$ cat src/hw/rtl/ksc_pkg.sv
// Shared types and constants of the keyed byte scramble cipher.
package ksc_pkg;

  // Register select codes, taken from paddr[4:3].
  localparam logic [1:0] REG_KEY_LOW  = 2'd0;
  localparam logic [1:0] REG_KEY_HIGH = 2'd1;
  localparam logic [1:0] REG_KEY_LEN  = 2'd2;

  // Status codes reported on the final result transfer.
  localparam logic [2:0] ST_OK         = 3'd0;
  localparam logic [2:0] ST_EMPTY_KEY  = 3'd1;
  localparam logic [2:0] ST_EMPTY_DATA = 3'd2;
  localparam logic [2:0] ST_MISMATCH   = 3'd3;
  localparam logic [2:0] ST_OVERFLOW   = 3'd4;

  // Operation of one pass over the message buffer.
  typedef enum logic [2:0] {
    OP_PREP = 3'd0,
    OP_ROTL = 3'd1,
    OP_ROTR = 3'd2,
    OP_XOR1 = 3'd3,
    OP_XOR3 = 3'd4,
    OP_BITL = 3'd5,
    OP_BITR = 3'd6
  } op_e;

  // Key configuration as held by the register block.
  typedef struct packed {
    logic [63:0] key_low;
    logic [63:0] key_high;
    logic [4:0]  key_len;
  } key_cfg_t;

endpackage

$ cat src/hw/rtl/ksc_mem.sv
// Byte memory with one write port and one registered read port.
module ksc_mem #(
  parameter int Depth = 64,
  parameter int Aw    = 6
) (
  input  logic          clk_i,
  input  logic          we_i,
  input  logic [Aw-1:0] waddr_i,
  input  logic [7:0]    wdata_i,
  input  logic [Aw-1:0] raddr_i,
  output logic [7:0]    rdata_o
);

  logic [7:0] mem_q [Depth];

  // Write port.
  always_ff @(posedge clk_i) begin
    if (we_i) begin
      mem_q[waddr_i] <= wdata_i;
    end
  end

  // Registered read port.
  always_ff @(posedge clk_i) begin
    rdata_o <= mem_q[raddr_i];
  end

endmodule

$ cat src/hw/rtl/ksc_cfg.sv
// APB register block holding the key bytes and the key length.
module ksc_cfg (
  input  logic              clk_i,
  input  logic              rst_ni,
  input  logic              psel,
  input  logic              penable,
  input  logic              pwrite,
  input  logic [4:0]        paddr,
  input  logic [63:0]       pwdata,
  output logic [63:0]       prdata,
  output logic              pready,
  output ksc_pkg::key_cfg_t cfg_o
);

  ksc_pkg::key_cfg_t cfg_q, cfg_d;
  logic              wr_en;

  assign pready = 1'b1;
  assign wr_en  = psel & penable & pwrite;
  assign cfg_o  = cfg_q;

  // Register write decode.
  always_comb begin
    cfg_d = cfg_q;
    if (wr_en) begin
      unique case (paddr[4:3])
        ksc_pkg::REG_KEY_LOW:  cfg_d.key_low  = pwdata;
        ksc_pkg::REG_KEY_HIGH: cfg_d.key_high = pwdata;
        ksc_pkg::REG_KEY_LEN:  cfg_d.key_len  = pwdata[4:0];
        default: ;
      endcase
    end
  end

  // Read back.
  always_comb begin
    unique case (paddr[4:3])
      ksc_pkg::REG_KEY_LOW:  prdata = cfg_q.key_low;
      ksc_pkg::REG_KEY_HIGH: prdata = cfg_q.key_high;
      ksc_pkg::REG_KEY_LEN:  prdata = {59'd0, cfg_q.key_len};
      default:               prdata = 64'd0;
    endcase
  end

  always_ff @(posedge clk_i or negedge rst_ni) begin
    if (!rst_ni) begin
      cfg_q <= '0;
    end else begin
      cfg_q <= cfg_d;
    end
  end

endmodule

$ cat src/hw/rtl/keyed_byte_scramble_cipher.sv
// Keyed byte scramble cipher. Message bytes are taken one per transfer while the block is idle
// and written to a byte buffer; the transfer marked last starts the work. The key is first
// compacted, then one preparation pass and five passes per key byte each stream the whole
// message from one buffer memory to the other, one byte per cycle; before each key byte a small
// setup loop reduces the key byte to its line length and shift amounts. Result bytes then
// leave one at a time, each read from the buffer once the output register can take it, and
// no new message is taken until all of them have been issued.
module keyed_byte_scramble_cipher #(
  parameter int BUFFER_BYTES  = 64,
  parameter int MAX_KEY_BYTES = 16
) (
  input  logic        clk_i,
  input  logic        rst_ni,
  // Configuration port
  input  logic        psel,
  input  logic        penable,
  input  logic        pwrite,
  input  logic [4:0]  paddr,
  input  logic [63:0] pwdata,
  output logic [63:0] prdata,
  output logic        pready,
  // Message input
  input  logic        s_axis_tvalid,
  output logic        s_axis_tready,
  input  logic [7:0]  s_axis_tdata,   // [7:0] data_byte
  input  logic [1:0]  s_axis_tuser,   // [0] func, [1] carries_byte
  input  logic        s_axis_tlast,
  // Result output
  output logic        m_axis_tvalid,
  input  logic        m_axis_tready,
  output logic [15:0] m_axis_tdata,   // [7:0] out_byte, [10:8] status, rest zero
  output logic        m_axis_tuser,   // [0] byte_present
  output logic        m_axis_tlast
);

  localparam int Aw  = $clog2(BUFFER_BYTES);
  localparam int Cw  = $clog2(BUFFER_BYTES + 1);
  localparam int Lw  = Cw + 1;
  localparam int Kw  = $clog2(MAX_KEY_BYTES + 1);
  localparam int Kiw = (MAX_KEY_BYTES > 1) ? $clog2(MAX_KEY_BYTES) : 1;

  typedef enum logic [6:0] {
    S_IDLE      = 7'b0000001,
    S_KEY       = 7'b0000010,
    S_SETUP     = 7'b0000100,
    S_PASS      = 7'b0001000,
    S_OUT_ISSUE = 7'b0010000,
    S_OUT_DATA  = 7'b0100000,
    S_EMPTY     = 7'b1000000
  } state_e;

  // Rotate a byte left.
  function automatic logic [7:0] rotl8(input logic [7:0] b, input logic [2:0] amt);
    logic [15:0] w;
    w = {b, b} << amt;
    return w[15:8];
  endfunction

  // Starting key index of an XOR pass: offset modulo key count.
  function automatic logic [Kiw-1:0] key_off(input logic [Kw-1:0] kn, input logic off3);
    logic [Kiw-1:0] r;
    if (!off3) begin
      r = (kn == Kw'(1)) ? Kiw'(0) : Kiw'(1);
    end else if (kn == Kw'(1) || kn == Kw'(3)) begin
      r = Kiw'(0);
    end else if (kn == Kw'(2)) begin
      r = Kiw'(1);
    end else begin
      r = Kiw'(3);
    end
    return r;
  endfunction

  // Operation of each pass within a key round.
  function automatic ksc_pkg::op_e pass_op(input logic dec, input logic [2:0] pass);
    ksc_pkg::op_e o;
    case (pass)
      3'd0:    o = dec ? ksc_pkg::OP_BITR : ksc_pkg::OP_ROTL;
      3'd1:    o = dec ? ksc_pkg::OP_XOR3 : ksc_pkg::OP_XOR1;
      3'd2:    o = dec ? ksc_pkg::OP_ROTL : ksc_pkg::OP_ROTR;
      3'd3:    o = dec ? ksc_pkg::OP_XOR1 : ksc_pkg::OP_XOR3;
      default: o = dec ? ksc_pkg::OP_ROTR : ksc_pkg::OP_BITL;
    endcase
    return o;
  endfunction

  ksc_pkg::key_cfg_t cfg;

  ksc_cfg u_cfg (
    .clk_i   (clk_i),
    .rst_ni  (rst_ni),
    .psel    (psel),
    .penable (penable),
    .pwrite  (pwrite),
    .paddr   (paddr),
    .pwdata  (pwdata),
    .prdata  (prdata),
    .pready  (pready),
    .cfg_o   (cfg)
  );

  state_e         state_q, state_d;
  logic           open_q, open_d, mode_q, mode_d, ovf_q, ovf_d;
  logic [Cw-1:0]  cnt_q, cnt_d, n_q, n_d, i_q, i_d, p_q, p_d, start_q, start_d;
  logic [7:0]     kb_q [MAX_KEY_BYTES];
  logic           kb_we;
  logic [7:0]     kb_wdata;
  logic [Kw-1:0]  kn_q, kn_d, kc_q, kc_d;
  logic [Kiw-1:0] t_q, t_d, ki_q, ki_d, ki_cur, krd_idx;
  logic [2:0]     pass_q, pass_d;
  logic           prep_q, prep_d, init_q, init_d, src_b_q, src_b_d;
  logic [7:0]     m10_q, m10_d, m7_q, m7_d, sl_q, sl_d, sr_q, sr_d;
  logic [3:0]     j_q, j_d;
  logic           p1_q, p1_d, pk_q, pk_d, mis_q, mis_d;
  logic [Aw-1:0]  widx_q, widx_d;
  logic [7:0]     kx_q, kx_d;
  logic [2:0]     estat_q, estat_d;
  logic           ov_q, ov_d, opres_q, opres_d, olast_q, olast_d;
  logic [7:0]     obyte_q, obyte_d;
  logic [2:0]     ostat_q, ostat_d;

  logic [127:0]   key_all;
  logic [4:0]     len_eff;
  logic [7:0]     kbyte, ksrc, rdata, rdata_a, rdata_b, wdata;
  logic [Aw-1:0]  raddr, waddr;
  logic           we_a, we_b, in_acc, ofree, pwr;
  ksc_pkg::op_e   op;
  logic [3:0]     len4, s4;
  logic [4:0]     jl, srcl, srcr, line_src;
  logic           full;
  logic [Lw-1:0]  sum_n;
  logic [7:0]     len8;
  logic [3:0]     rbits;
  logic [2:0]     status;

  assign key_all  = {cfg.key_high, cfg.key_low};
  assign len_eff  = (cfg.key_len > 5'(MAX_KEY_BYTES)) ? 5'(MAX_KEY_BYTES) : cfg.key_len;
  assign ksrc     = key_all[8*4'(kc_q) +: 8];
  assign in_acc   = s_axis_tvalid & s_axis_tready;
  assign ofree    = !ov_q || m_axis_tready;
  assign op       = prep_q ? ksc_pkg::OP_PREP : pass_op(mode_q, pass_q);
  assign len4     = m10_q[3:0] + 4'd5;
  assign len8     = m10_q + 8'd5;
  assign rbits    = {1'b0, m7_q[2:0]} + 4'd1;
  assign status   = ovf_q ? ksc_pkg::ST_OVERFLOW : (mis_q ? ksc_pkg::ST_MISMATCH : ksc_pkg::ST_OK);
  assign rdata    = src_b_q ? rdata_b : rdata_a;
  assign pwr      = p1_q && (state_q == S_PASS);
  assign sum_n    = Lw'(kn_q) + Lw'(cnt_q);

  // Line geometry of the byte being issued.
  assign ki_cur   = (i_q == '0) ? key_off(kn_q, op == ksc_pkg::OP_XOR3) : ki_q;
  assign full     = (Lw'(p_q) + Lw'(len4)) <= Lw'(n_q);
  assign s4       = ((op == ksc_pkg::OP_ROTL) ^ mode_q) ? sl_q[3:0] : sr_q[3:0];
  assign jl       = {1'b0, j_q} + {1'b0, s4};
  assign srcl     = (jl >= {1'b0, len4}) ? jl - {1'b0, len4} : jl;
  assign srcr     = (j_q >= s4) ? {1'b0, j_q - s4} : {1'b0, j_q} + {1'b0, len4} - {1'b0, s4};
  assign line_src = (op == ksc_pkg::OP_ROTL) ? srcl : srcr;

  // Key byte select: one lookup per state.
  always_comb begin
    case (state_q)
      S_SETUP: krd_idx = t_q;
      S_PASS:  krd_idx = prep_q ? Kiw'(i_q) : ki_cur;
      default: krd_idx = Kiw'(i_q);
    endcase
  end
  assign kbyte = kb_q[krd_idx];

  // Buffer read address.
  always_comb begin
    raddr = Aw'(i_q);
    if (state_q == S_PASS) begin
      if (op == ksc_pkg::OP_PREP) begin
        raddr = (!mode_q && i_q >= Cw'(kn_q)) ? Aw'(i_q - Cw'(kn_q)) : Aw'(i_q);
      end else if ((op == ksc_pkg::OP_ROTL || op == ksc_pkg::OP_ROTR) && full) begin
        raddr = Aw'(p_q + Cw'(line_src));
      end
    end
  end

  // Buffer write data and address.
  always_comb begin
    case (op)
      ksc_pkg::OP_PREP:                   wdata = pk_q ? kx_q : rdata;
      ksc_pkg::OP_XOR1, ksc_pkg::OP_XOR3: wdata = rdata ^ kx_q;
      ksc_pkg::OP_BITL:                   wdata = rotl8(rdata, rbits[2:0]);
      ksc_pkg::OP_BITR:                   wdata = rotl8(rdata, 3'(4'd8 - rbits));
      default:                            wdata = rdata;
    endcase
  end

  always_comb begin
    waddr = widx_q;
    we_a  = pwr && src_b_q;
    we_b  = pwr && !src_b_q;
    if (state_q == S_IDLE) begin
      waddr = Aw'(open_q ? cnt_q : '0);
      we_a  = in_acc && s_axis_tuser[1] && ((open_q ? cnt_q : '0) < Cw'(BUFFER_BYTES));
    end
  end

  ksc_mem #(.Depth(BUFFER_BYTES), .Aw(Aw)) u_mem_a (
    .clk_i   (clk_i),
    .we_i    (we_a),
    .waddr_i (waddr),
    .wdata_i (state_q == S_IDLE ? s_axis_tdata : wdata),
    .raddr_i (raddr),
    .rdata_o (rdata_a)
  );

  ksc_mem #(.Depth(BUFFER_BYTES), .Aw(Aw)) u_mem_b (
    .clk_i   (clk_i),
    .we_i    (we_b),
    .waddr_i (waddr),
    .wdata_i (wdata),
    .raddr_i (raddr),
    .rdata_o (rdata_b)
  );

  assign s_axis_tready = (state_q == S_IDLE);
  assign m_axis_tvalid = ov_q;
  assign m_axis_tdata  = {5'd0, ostat_q, obyte_q};
  assign m_axis_tuser  = opres_q;
  assign m_axis_tlast  = olast_q;

  // Sequencer.
  always_comb begin
    state_d = state_q;
    open_d  = open_q;  mode_d  = mode_q;  ovf_d   = ovf_q;   cnt_d  = cnt_q;
    n_d     = n_q;     i_d     = i_q;     p_d     = p_q;     j_d    = j_q;
    start_d = start_q; kn_d    = kn_q;    kc_d    = kc_q;    t_d    = t_q;
    ki_d    = ki_q;    pass_d  = pass_q;  prep_d  = prep_q;  init_d = init_q;
    src_b_d = src_b_q; m10_d   = m10_q;   m7_d    = m7_q;    sl_d   = sl_q;
    sr_d    = sr_q;    p1_d    = 1'b0;    pk_d    = pk_q;    mis_d  = mis_q;
    widx_d  = widx_q;  kx_d    = kx_q;    estat_d = estat_q;
    kb_we   = 1'b0;    kb_wdata = ksrc;
    ov_d    = ov_q && !m_axis_tready;
    opres_d = opres_q; olast_d = olast_q; obyte_d = obyte_q; ostat_d = ostat_q;

    unique case (state_q)
      // Collect message bytes.
      S_IDLE: begin
        if (in_acc) begin
          if (!open_q) begin
            mode_d = s_axis_tuser[0];
            cnt_d  = '0;
            ovf_d  = 1'b0;
          end
          if (s_axis_tuser[1]) begin
            if ((open_q ? cnt_q : '0) < Cw'(BUFFER_BYTES)) begin
              cnt_d = (open_q ? cnt_q : '0) + Cw'(1);
            end else begin
              ovf_d = 1'b1;
            end
          end
          open_d = !s_axis_tlast;
          if (s_axis_tlast) begin
            kc_d    = '0;
            kn_d    = '0;
            state_d = S_KEY;
          end
        end
      end
      // Compact the ASCII key bytes, then choose the path.
      S_KEY: begin
        if (kc_q == Kw'(MAX_KEY_BYTES)) begin
          src_b_d = 1'b0;
          if (kn_q == '0) begin
            estat_d = ksc_pkg::ST_EMPTY_KEY;
            state_d = S_EMPTY;
          end else if (cnt_q == '0) begin
            estat_d = ksc_pkg::ST_EMPTY_DATA;
            state_d = S_EMPTY;
          end else begin
            if (!mode_q) begin
              if (sum_n > Lw'(BUFFER_BYTES)) begin
                n_d   = Cw'(BUFFER_BYTES);
                ovf_d = 1'b1;
              end else begin
                n_d = Cw'(sum_n);
              end
            end else begin
              n_d = cnt_q;
            end
            prep_d  = 1'b1;
            i_d     = '0;
            j_d     = '0;
            p_d     = '0;
            state_d = S_PASS;
          end
        end else begin
          if (5'(kc_q) < len_eff && !ksrc[7]) begin
            kb_we = 1'b1;
            kn_d  = kn_q + Kw'(1);
          end
          kc_d = kc_q + Kw'(1);
        end
      end
      // Reduce the key byte to line length, shifts and bit rotation.
      S_SETUP: begin
        if (init_q) begin
          init_d = 1'b0;
          m10_d  = kbyte;
          m7_d   = kbyte + 8'd4;
          sl_d   = kbyte;
          sr_d   = kbyte + 8'd2;
        end else if (m10_q < 8'd10 && m7_q < 8'd7 && sl_q < len8 && sr_q < len8) begin
          pass_d  = '0;
          i_d     = '0;
          j_d     = '0;
          p_d     = '0;
          state_d = S_PASS;
        end else begin
          if (m10_q >= 8'd10) m10_d = m10_q - 8'd10;
          if (m7_q >= 8'd7)   m7_d  = m7_q - 8'd7;
          if (m10_q < 8'd10) begin
            if (sl_q >= len8) sl_d = sl_q - len8;
            if (sr_q >= len8) sr_d = sr_q - len8;
          end
        end
      end
      // Stream the buffer from one memory to the other.
      S_PASS: begin
        if (i_q < n_q) begin
          p1_d   = 1'b1;
          widx_d = Aw'(i_q);
          kx_d   = kbyte;
          pk_d   = !mode_q && (i_q < Cw'(kn_q));
          ki_d   = ((Kw'(ki_cur) + Kw'(1)) == kn_q) ? '0 : ki_cur + Kiw'(1);
          i_d    = i_q + Cw'(1);
          if (j_q + 4'd1 == len4) begin
            j_d = '0;
            p_d = p_q + Cw'(len4);
          end else begin
            j_d = j_q + 4'd1;
          end
        end else if (!p1_q) begin
          src_b_d = !src_b_q;
          i_d     = '0;
          j_d     = '0;
          p_d     = '0;
          if (prep_q) begin
            prep_d  = 1'b0;
            t_d     = mode_q ? Kiw'(kn_q - Kw'(1)) : '0;
            init_d  = 1'b1;
            state_d = S_SETUP;
          end else if (pass_q != 3'd4) begin
            pass_d = pass_q + 3'd1;
          end else if (mode_q ? (t_q == '0) : ((Kw'(t_q) + Kw'(1)) == kn_q)) begin
            mis_d   = mode_q && (n_q < Cw'(kn_q));
            start_d = !mode_q ? '0 : ((n_q < Cw'(kn_q)) ? n_q : Cw'(kn_q));
            state_d = S_OUT_ISSUE;
          end else begin
            t_d     = mode_q ? t_q - Kiw'(1) : t_q + Kiw'(1);
            init_d  = 1'b1;
            state_d = S_SETUP;
          end
        end
      end
      // Read the next byte once the output register can take it.
      S_OUT_ISSUE: begin
        if (i_q == n_q) begin
          if (start_q >= n_q) begin
            estat_d = status;
            state_d = S_EMPTY;
          end else begin
            state_d = S_IDLE;
          end
        end else if (ofree) begin
          state_d = S_OUT_DATA;
        end
      end
      // Check the key prefix or present a result byte.
      S_OUT_DATA: begin
        if (i_q < start_q) begin
          if (rdata != kbyte) mis_d = 1'b1;
        end else begin
          ov_d    = 1'b1;
          obyte_d = rdata;
          opres_d = 1'b1;
          olast_d = (i_q + Cw'(1) == n_q);
          ostat_d = (i_q + Cw'(1) == n_q) ? status : ksc_pkg::ST_OK;
        end
        i_d     = i_q + Cw'(1);
        state_d = S_OUT_ISSUE;
      end
      // Single result transfer without a byte.
      S_EMPTY: begin
        if (ofree) begin
          ov_d    = 1'b1;
          obyte_d = 8'd0;
          opres_d = 1'b0;
          olast_d = 1'b1;
          ostat_d = estat_q;
          state_d = S_IDLE;
        end
      end
      default: state_d = S_IDLE;
    endcase
  end

  // Compacted key bytes.
  always_ff @(posedge clk_i) begin
    if (kb_we) begin
      kb_q[Kiw'(kn_q)] <= kb_wdata;
    end
  end

  // Payload registers.
  always_ff @(posedge clk_i) begin
    n_q     <= n_d;     p_q    <= p_d;    j_q    <= j_d;    start_q <= start_d;
    t_q     <= t_d;     ki_q   <= ki_d;   pass_q <= pass_d; m10_q   <= m10_d;
    m7_q    <= m7_d;    sl_q   <= sl_d;   sr_q   <= sr_d;   pk_q    <= pk_d;
    widx_q  <= widx_d;  kx_q   <= kx_d;   estat_q <= estat_d;
    obyte_q <= obyte_d; opres_q <= opres_d; olast_q <= olast_d; ostat_q <= ostat_d;
  end

  // Control registers.
  always_ff @(posedge clk_i or negedge rst_ni) begin
    if (!rst_ni) begin
      state_q <= S_IDLE;
      open_q  <= 1'b0;
      mode_q  <= 1'b0;
      ovf_q   <= 1'b0;
      cnt_q   <= '0;
      i_q     <= '0;
      kn_q    <= '0;
      kc_q    <= '0;
      prep_q  <= 1'b0;
      init_q  <= 1'b0;
      src_b_q <= 1'b0;
      p1_q    <= 1'b0;
      mis_q   <= 1'b0;
      ov_q    <= 1'b0;
    end else begin
      state_q <= state_d;
      open_q  <= open_d;
      mode_q  <= mode_d;
      ovf_q   <= ovf_d;
      cnt_q   <= cnt_d;
      i_q     <= i_d;
      kn_q    <= kn_d;
      kc_q    <= kc_d;
      prep_q  <= prep_d;
      init_q  <= init_d;
      src_b_q <= src_b_d;
      p1_q    <= p1_d;
      mis_q   <= mis_d;
      ov_q    <= ov_d;
    end
  end

endmodule

$ cat config.mk
export PLATFORM = sky130hd
export DESIGN_NAME = keyed_byte_scramble_cipher
export DESIGN_NICKNAME = d
export VERILOG_FILES = /design/src/hw/rtl/ksc_pkg.sv /design/src/hw/rtl/ksc_mem.sv /design/src/hw/rtl/ksc_cfg.sv /design/src/hw/rtl/keyed_byte_scramble_cipher.sv
export SDC_FILE = /design/constraint.sdc
export NUM_CORES = 2
export LEC_CHECK = 0
export BUFFER_PORTS_ARGS = -buffer_cell sky130_fd_sc_hd__clkbuf_2
export CAP_MARGIN = 20
export CELL_PAD_IN_SITES_DETAIL_PLACEMENT = 1
export CELL_PAD_IN_SITES_GLOBAL_PLACEMENT = 1
export CORE_MARGIN = 3
export CORE_UTILIZATION = 47
export DETAILED_ROUTE_END_ITERATION = 6
export PLACE_DENSITY = 0.75
export SYNTH_ARGS = -nofsm -noshare
export SYNTH_HDL_FRONTEND = slang
export SYNTH_SLANG_ARGS = --single-unit
$ cat constraint.sdc
create_clock -name clk_i -period 7.1 [get_ports clk_i]
set_clock_uncertainty 0.1 [all_clocks]
set_input_delay 0.71 -clock clk_i [delete_from_list [all_inputs] [get_ports clk_i]]
set_output_delay 0.71 -clock clk_i [all_outputs]
set_load 0.01 [all_outputs]
==> flow_summary.json <==
{
  "holdPathStages": 2,
  "synth_seq_cells": 1440,
  "timing.critical_path.required_ns": 7.68,
  "report.final.hold_viol_count": 0,
  "first_iter_violations": 4836,
  "grt_overflow_total": 0,
  "dieArea_sq_um": 143400,
  "slew_headroom_pct": 19.58,
  "regToRegSetupSlack_ns": -0.28,
  "gpl.final_weighted_congestion": 0.8766,
  "worst_hold_startpoint": "pwdata[49]",
  "setup_viol": 16,
  "ctsHtreeMaxLevel": 4,
  "num-nets-final": 5931,
  "cp_slowest_cell": "sky130_fd_sc_hd__fa_1",
  "timing.hold.worst_endpoint": "u_cfg.cfg_o[118]",
  "hold-worst-slack_ns": 0.04953,
  "clockRootBuffer": "sky130_fd_sc_hd__clkbuf_16",
  "drt_wl_total_um": 215300,
  "fp_rows": 136,
  "outcome": "finished with violations",
  "worst_skew_pair.late_latency_ns": 0.83,
  "max_slew.worst_pin.slew_ns": 1.197,
  "cp_data_arrival_time_ns": 7.95,
  "clock_tree_from_tritoncts": "built",
  "ff_to_ff_start": "pass_q[0]",
  "total_leakage_power_nw": 28.82,
  "finalWorstSetupSlack_ns": -0.2758,
  "synth-edff-count": 1251,
  "timing.rr.end": "u_mem_b.rdata_o[6]",
  "worst-r2r-cell-count": 37,
  "post_synth_num_cell_types": 96,
  "antenna_found_initial": 12,
  "route.detailed.drc": 3,
  "worst_path_largest_cell_delay_ns": 0.44,
  "asyncSetResetFlopFracSynth_pct": 12.01,
  "post-dp-hpwl_um": 136800,
  "layout.cells.most_common_list": "sky130_fd_sc_hd__edfxtp_1, sky130_fd_sc_hd__nand2_1, sky130_fd_sc_hd__nor2_1",
  "cts.clk_slew.worst_paths_ns": 0.06,
  "power_mw": 30.37,
  "final_cell_count_no_fill": 7643,
  "max-vdd-ir-drop_uv": 578.0,
  "initial_core_utilization_pct": 47.43,
  "core_region_area_sq_um": 137700,
  "violations": "design-rule violations, negative setup slack",
  "final_period_minus_worst_setup_slack_ns": 7.376,
  "synthesis.area_sq_um": 65300,
  "synthesis.area_per_instance_sq_um": 12.35,
  "synthCells": 5286,
  "wire_per_inst_um": 28.17,
  "vias": 47170,
  "die_w_um": 378.7,
  "ys.flop_type": "sky130_fd_sc_hd__edfxtp_1",
  "critPathTopFamily": "simple AND/OR/NAND/NOR gates",
  "clock_sink_count": 1440,
  "drv_cap": 0,
  "crit_buf_inv": 7,
  "worst_setup_path_start_kind": "flip-flop",
  "portBuffers": 162,
  "syn_to_final_growth_pct": 19.43,
  "final_layout_size_suffix_gt1_share_pct": 22.27,
  "io_pins": 172,
  "place_inst": 7262,
  "mostFrequentLayoutCell": "sky130_fd_sc_hd__edfxtp_1",
  "path_max_fanout": 7,
  "cts_inserted_buffers": 154,
  "totalNegativeSetupSlack_ns": -1.947,
  "drt_pass1_iterations": 7,
  "track_usage_pct": 29.23,
  "grt_max_degree": 114,
  "clockBufferDepth": 3,
  "final_worst_path_cycle_share_pct": 103.9,
  "hold_class": "in2reg",
  "place_worst_setup_slack_ns": -0.6037,
  "rsz0062_at_grt": "true",
  "grt_pass1_vias": 49360,
  "path_class": "reg2reg",
  "fp.dieH_um": 378.7,
  "synth.yosys.seq_area_share_pct": 64.65,
  "yosys_warnings": 0,
  "cp-end-kind": "flip-flop",
  "grt_pass1_wl_um": 314300,
  "pwr_density_cell_nw_per_um2": 389.4,
  "detail-route-antenna-nets": 0,
  "pins_over_slew_limit": 0,
  "max_frequency_mhz": 135.6,
  "vias_per_cell": 6.172
}
==> per-stage QoR <==
stage | utilization [%] | area [sq um]
finish | 56.65 | 77990
global route | 56.65 | 77980
CTS | 55.58 | 76520
detailed placement | 51.04 | 70270
global placement | 51.03 | 70250
floorplan | - | 65320
==> what timing repair did <==
item,CTS,global route
cloned,12,12
pin swaps,39,68
endpoints found under the setup margin,16,16
hold endpoints to repair,113,0
buffers inserted,36,34
resized for setup,171,214
hold buffers,2,0
==> metal layers <==
metal  wire [um]  global-route usage [%]
met1       85290                   38.65
met2      103500                   47.94
met3       16580                   4.669
met4        9854                   12.69
met5          34                       0
==> state kept, by name, indices dropped and copies added, names as in the netlist, 5 cells and up <==
register	count
kx_q	8
state_q	7
kn_q	5
kc_q	5
u_mem_b.rdata_o	8
m7_q	8
sl_q	8
u_mem_b.mem_q	512
n_q	7
u_mem_a.mem_q	512
u_mem_a.rdata_o	8
kb_q	128
obyte_q	8
sr_q	8
u_cfg.cfg_o	133
m10_q	8
start_q	7
widx_q	6
p_q	7
i_q	7
cnt_q	7
==> worst register-to-register path, delay by kind of cell (launching register included) <==
family / cells / cell delay [ns]
AND/OR/NAND/NOR: 14 / 2.13
adder cells (fa/ha/maj): 7 / 1.96
AO/OA/AOI/OAI: 6 / 1.10
buffers and inverters: 7 / 0.96
flip-flops: 1 / 0.42
XOR/XNOR: 2 / 0.35
multiplexers: 1 / 0.20
==> kinds of logic after synthesis <==
| group | synth area share (%) |
|---|---|
| other cells | 0.01150 |
| xor+xnor | 1.556 |
| buf+inv | 2.717 |
| compound gates | 6.946 |
| flops | 64.65 |
| fa+ha+maj | 2.633 |
| mux | 7.075 |
| simple gates | 14.41 |
==> Yosys cell counts (20+ instances only) <==
master / number / share of area (%)
sky130_fd_sc_hd__nand4_1: 54 / 0.52
sky130_fd_sc_hd__xnor2_1: 75 / 1.0
sky130_fd_sc_hd__o21ai_0: 183 / 1.4
sky130_fd_sc_hd__ha_1: 115 / 2.2
sky130_fd_sc_hd__a21oi_1: 147 / 1.1
sky130_fd_sc_hd__nand3_1: 357 / 2.7
sky130_fd_sc_hd__nor2_1: 312 / 1.8
sky130_fd_sc_hd__mux2_2: 153 / 2.6
sky130_fd_sc_hd__a31oi_1: 23 / 0.22
sky130_fd_sc_hd__a311oi_1: 91 / 1.2
sky130_fd_sc_hd__buf_1: 20 / 0.11
sky130_fd_sc_hd__inv_1: 88 / 0.51
sky130_fd_sc_hd__xor2_1: 36 / 0.48
sky130_fd_sc_hd__a21o_1: 29 / 0.33
sky130_fd_sc_hd__and3_1: 138 / 1.3
sky130_fd_sc_hd__mux2i_1: 196 / 3.0
sky130_fd_sc_hd__dfrtp_1: 172 / 6.6
sky130_fd_sc_hd__buf_2: 112 / 0.86
sky130_fd_sc_hd__mux4_2: 40 / 1.4
sky130_fd_sc_hd__nor3_1: 56 / 0.43
sky130_fd_sc_hd__nand2_1: 1085 / 6.2
sky130_fd_sc_hd__nor2b_1: 22 / 0.21
sky130_fd_sc_hd__edfxtp_1: 1251 / 58
sky130_fd_sc_hd__clkbuf_1: 157 / 0.90
sky130_fd_sc_hd__nand2b_1: 21 / 0.20
==> where the power goes <==
part	total, mW	leakage, nW	internal, mW	switching (mW)
sequential	12.7	13.6	12.4	0.371
combinational	9.74	12.8	2.84	6.90
clock	7.90	2.39	4.37	3.53
==> worst max path at each step <==
stage / start / to / slack (ns) / cells past startpoint
3_3_place_gp: pass_q[0] / u_mem_a.rdata_o[3] / -0.41 / 35
2_1_floorplan: pass_q[0] / u_mem_a.rdata_o[3] / 0.02 / 33
4_1_cts: pass_q[1] / u_mem_b.rdata_o[6] / -0.04 / 36
5_1_grt: pass_q[0] / u_mem_b.rdata_o[6] / -0.53 / 35
3_5_place_dp: pass_q[0] / u_mem_a.rdata_o[3] / -0.60 / 35
6_report: pass_q[0] / u_mem_b.rdata_o[6] / -0.28 / 37
==> area by class of cell <==
type / count / area (sq um)
flip-flops and latches: 1440 / 42220
inverters: 92 / 347.8
clock buffers: 204 / 4141
clock inverters: 79 / 753.2
multi-input cells: 3447 / 22940
well taps: 1794 / 2245
repair buffers: 580 / 5319
fillers: 13580 / 59680
diodes: 7 / 17.52
(Power assumes the default switching activity.)
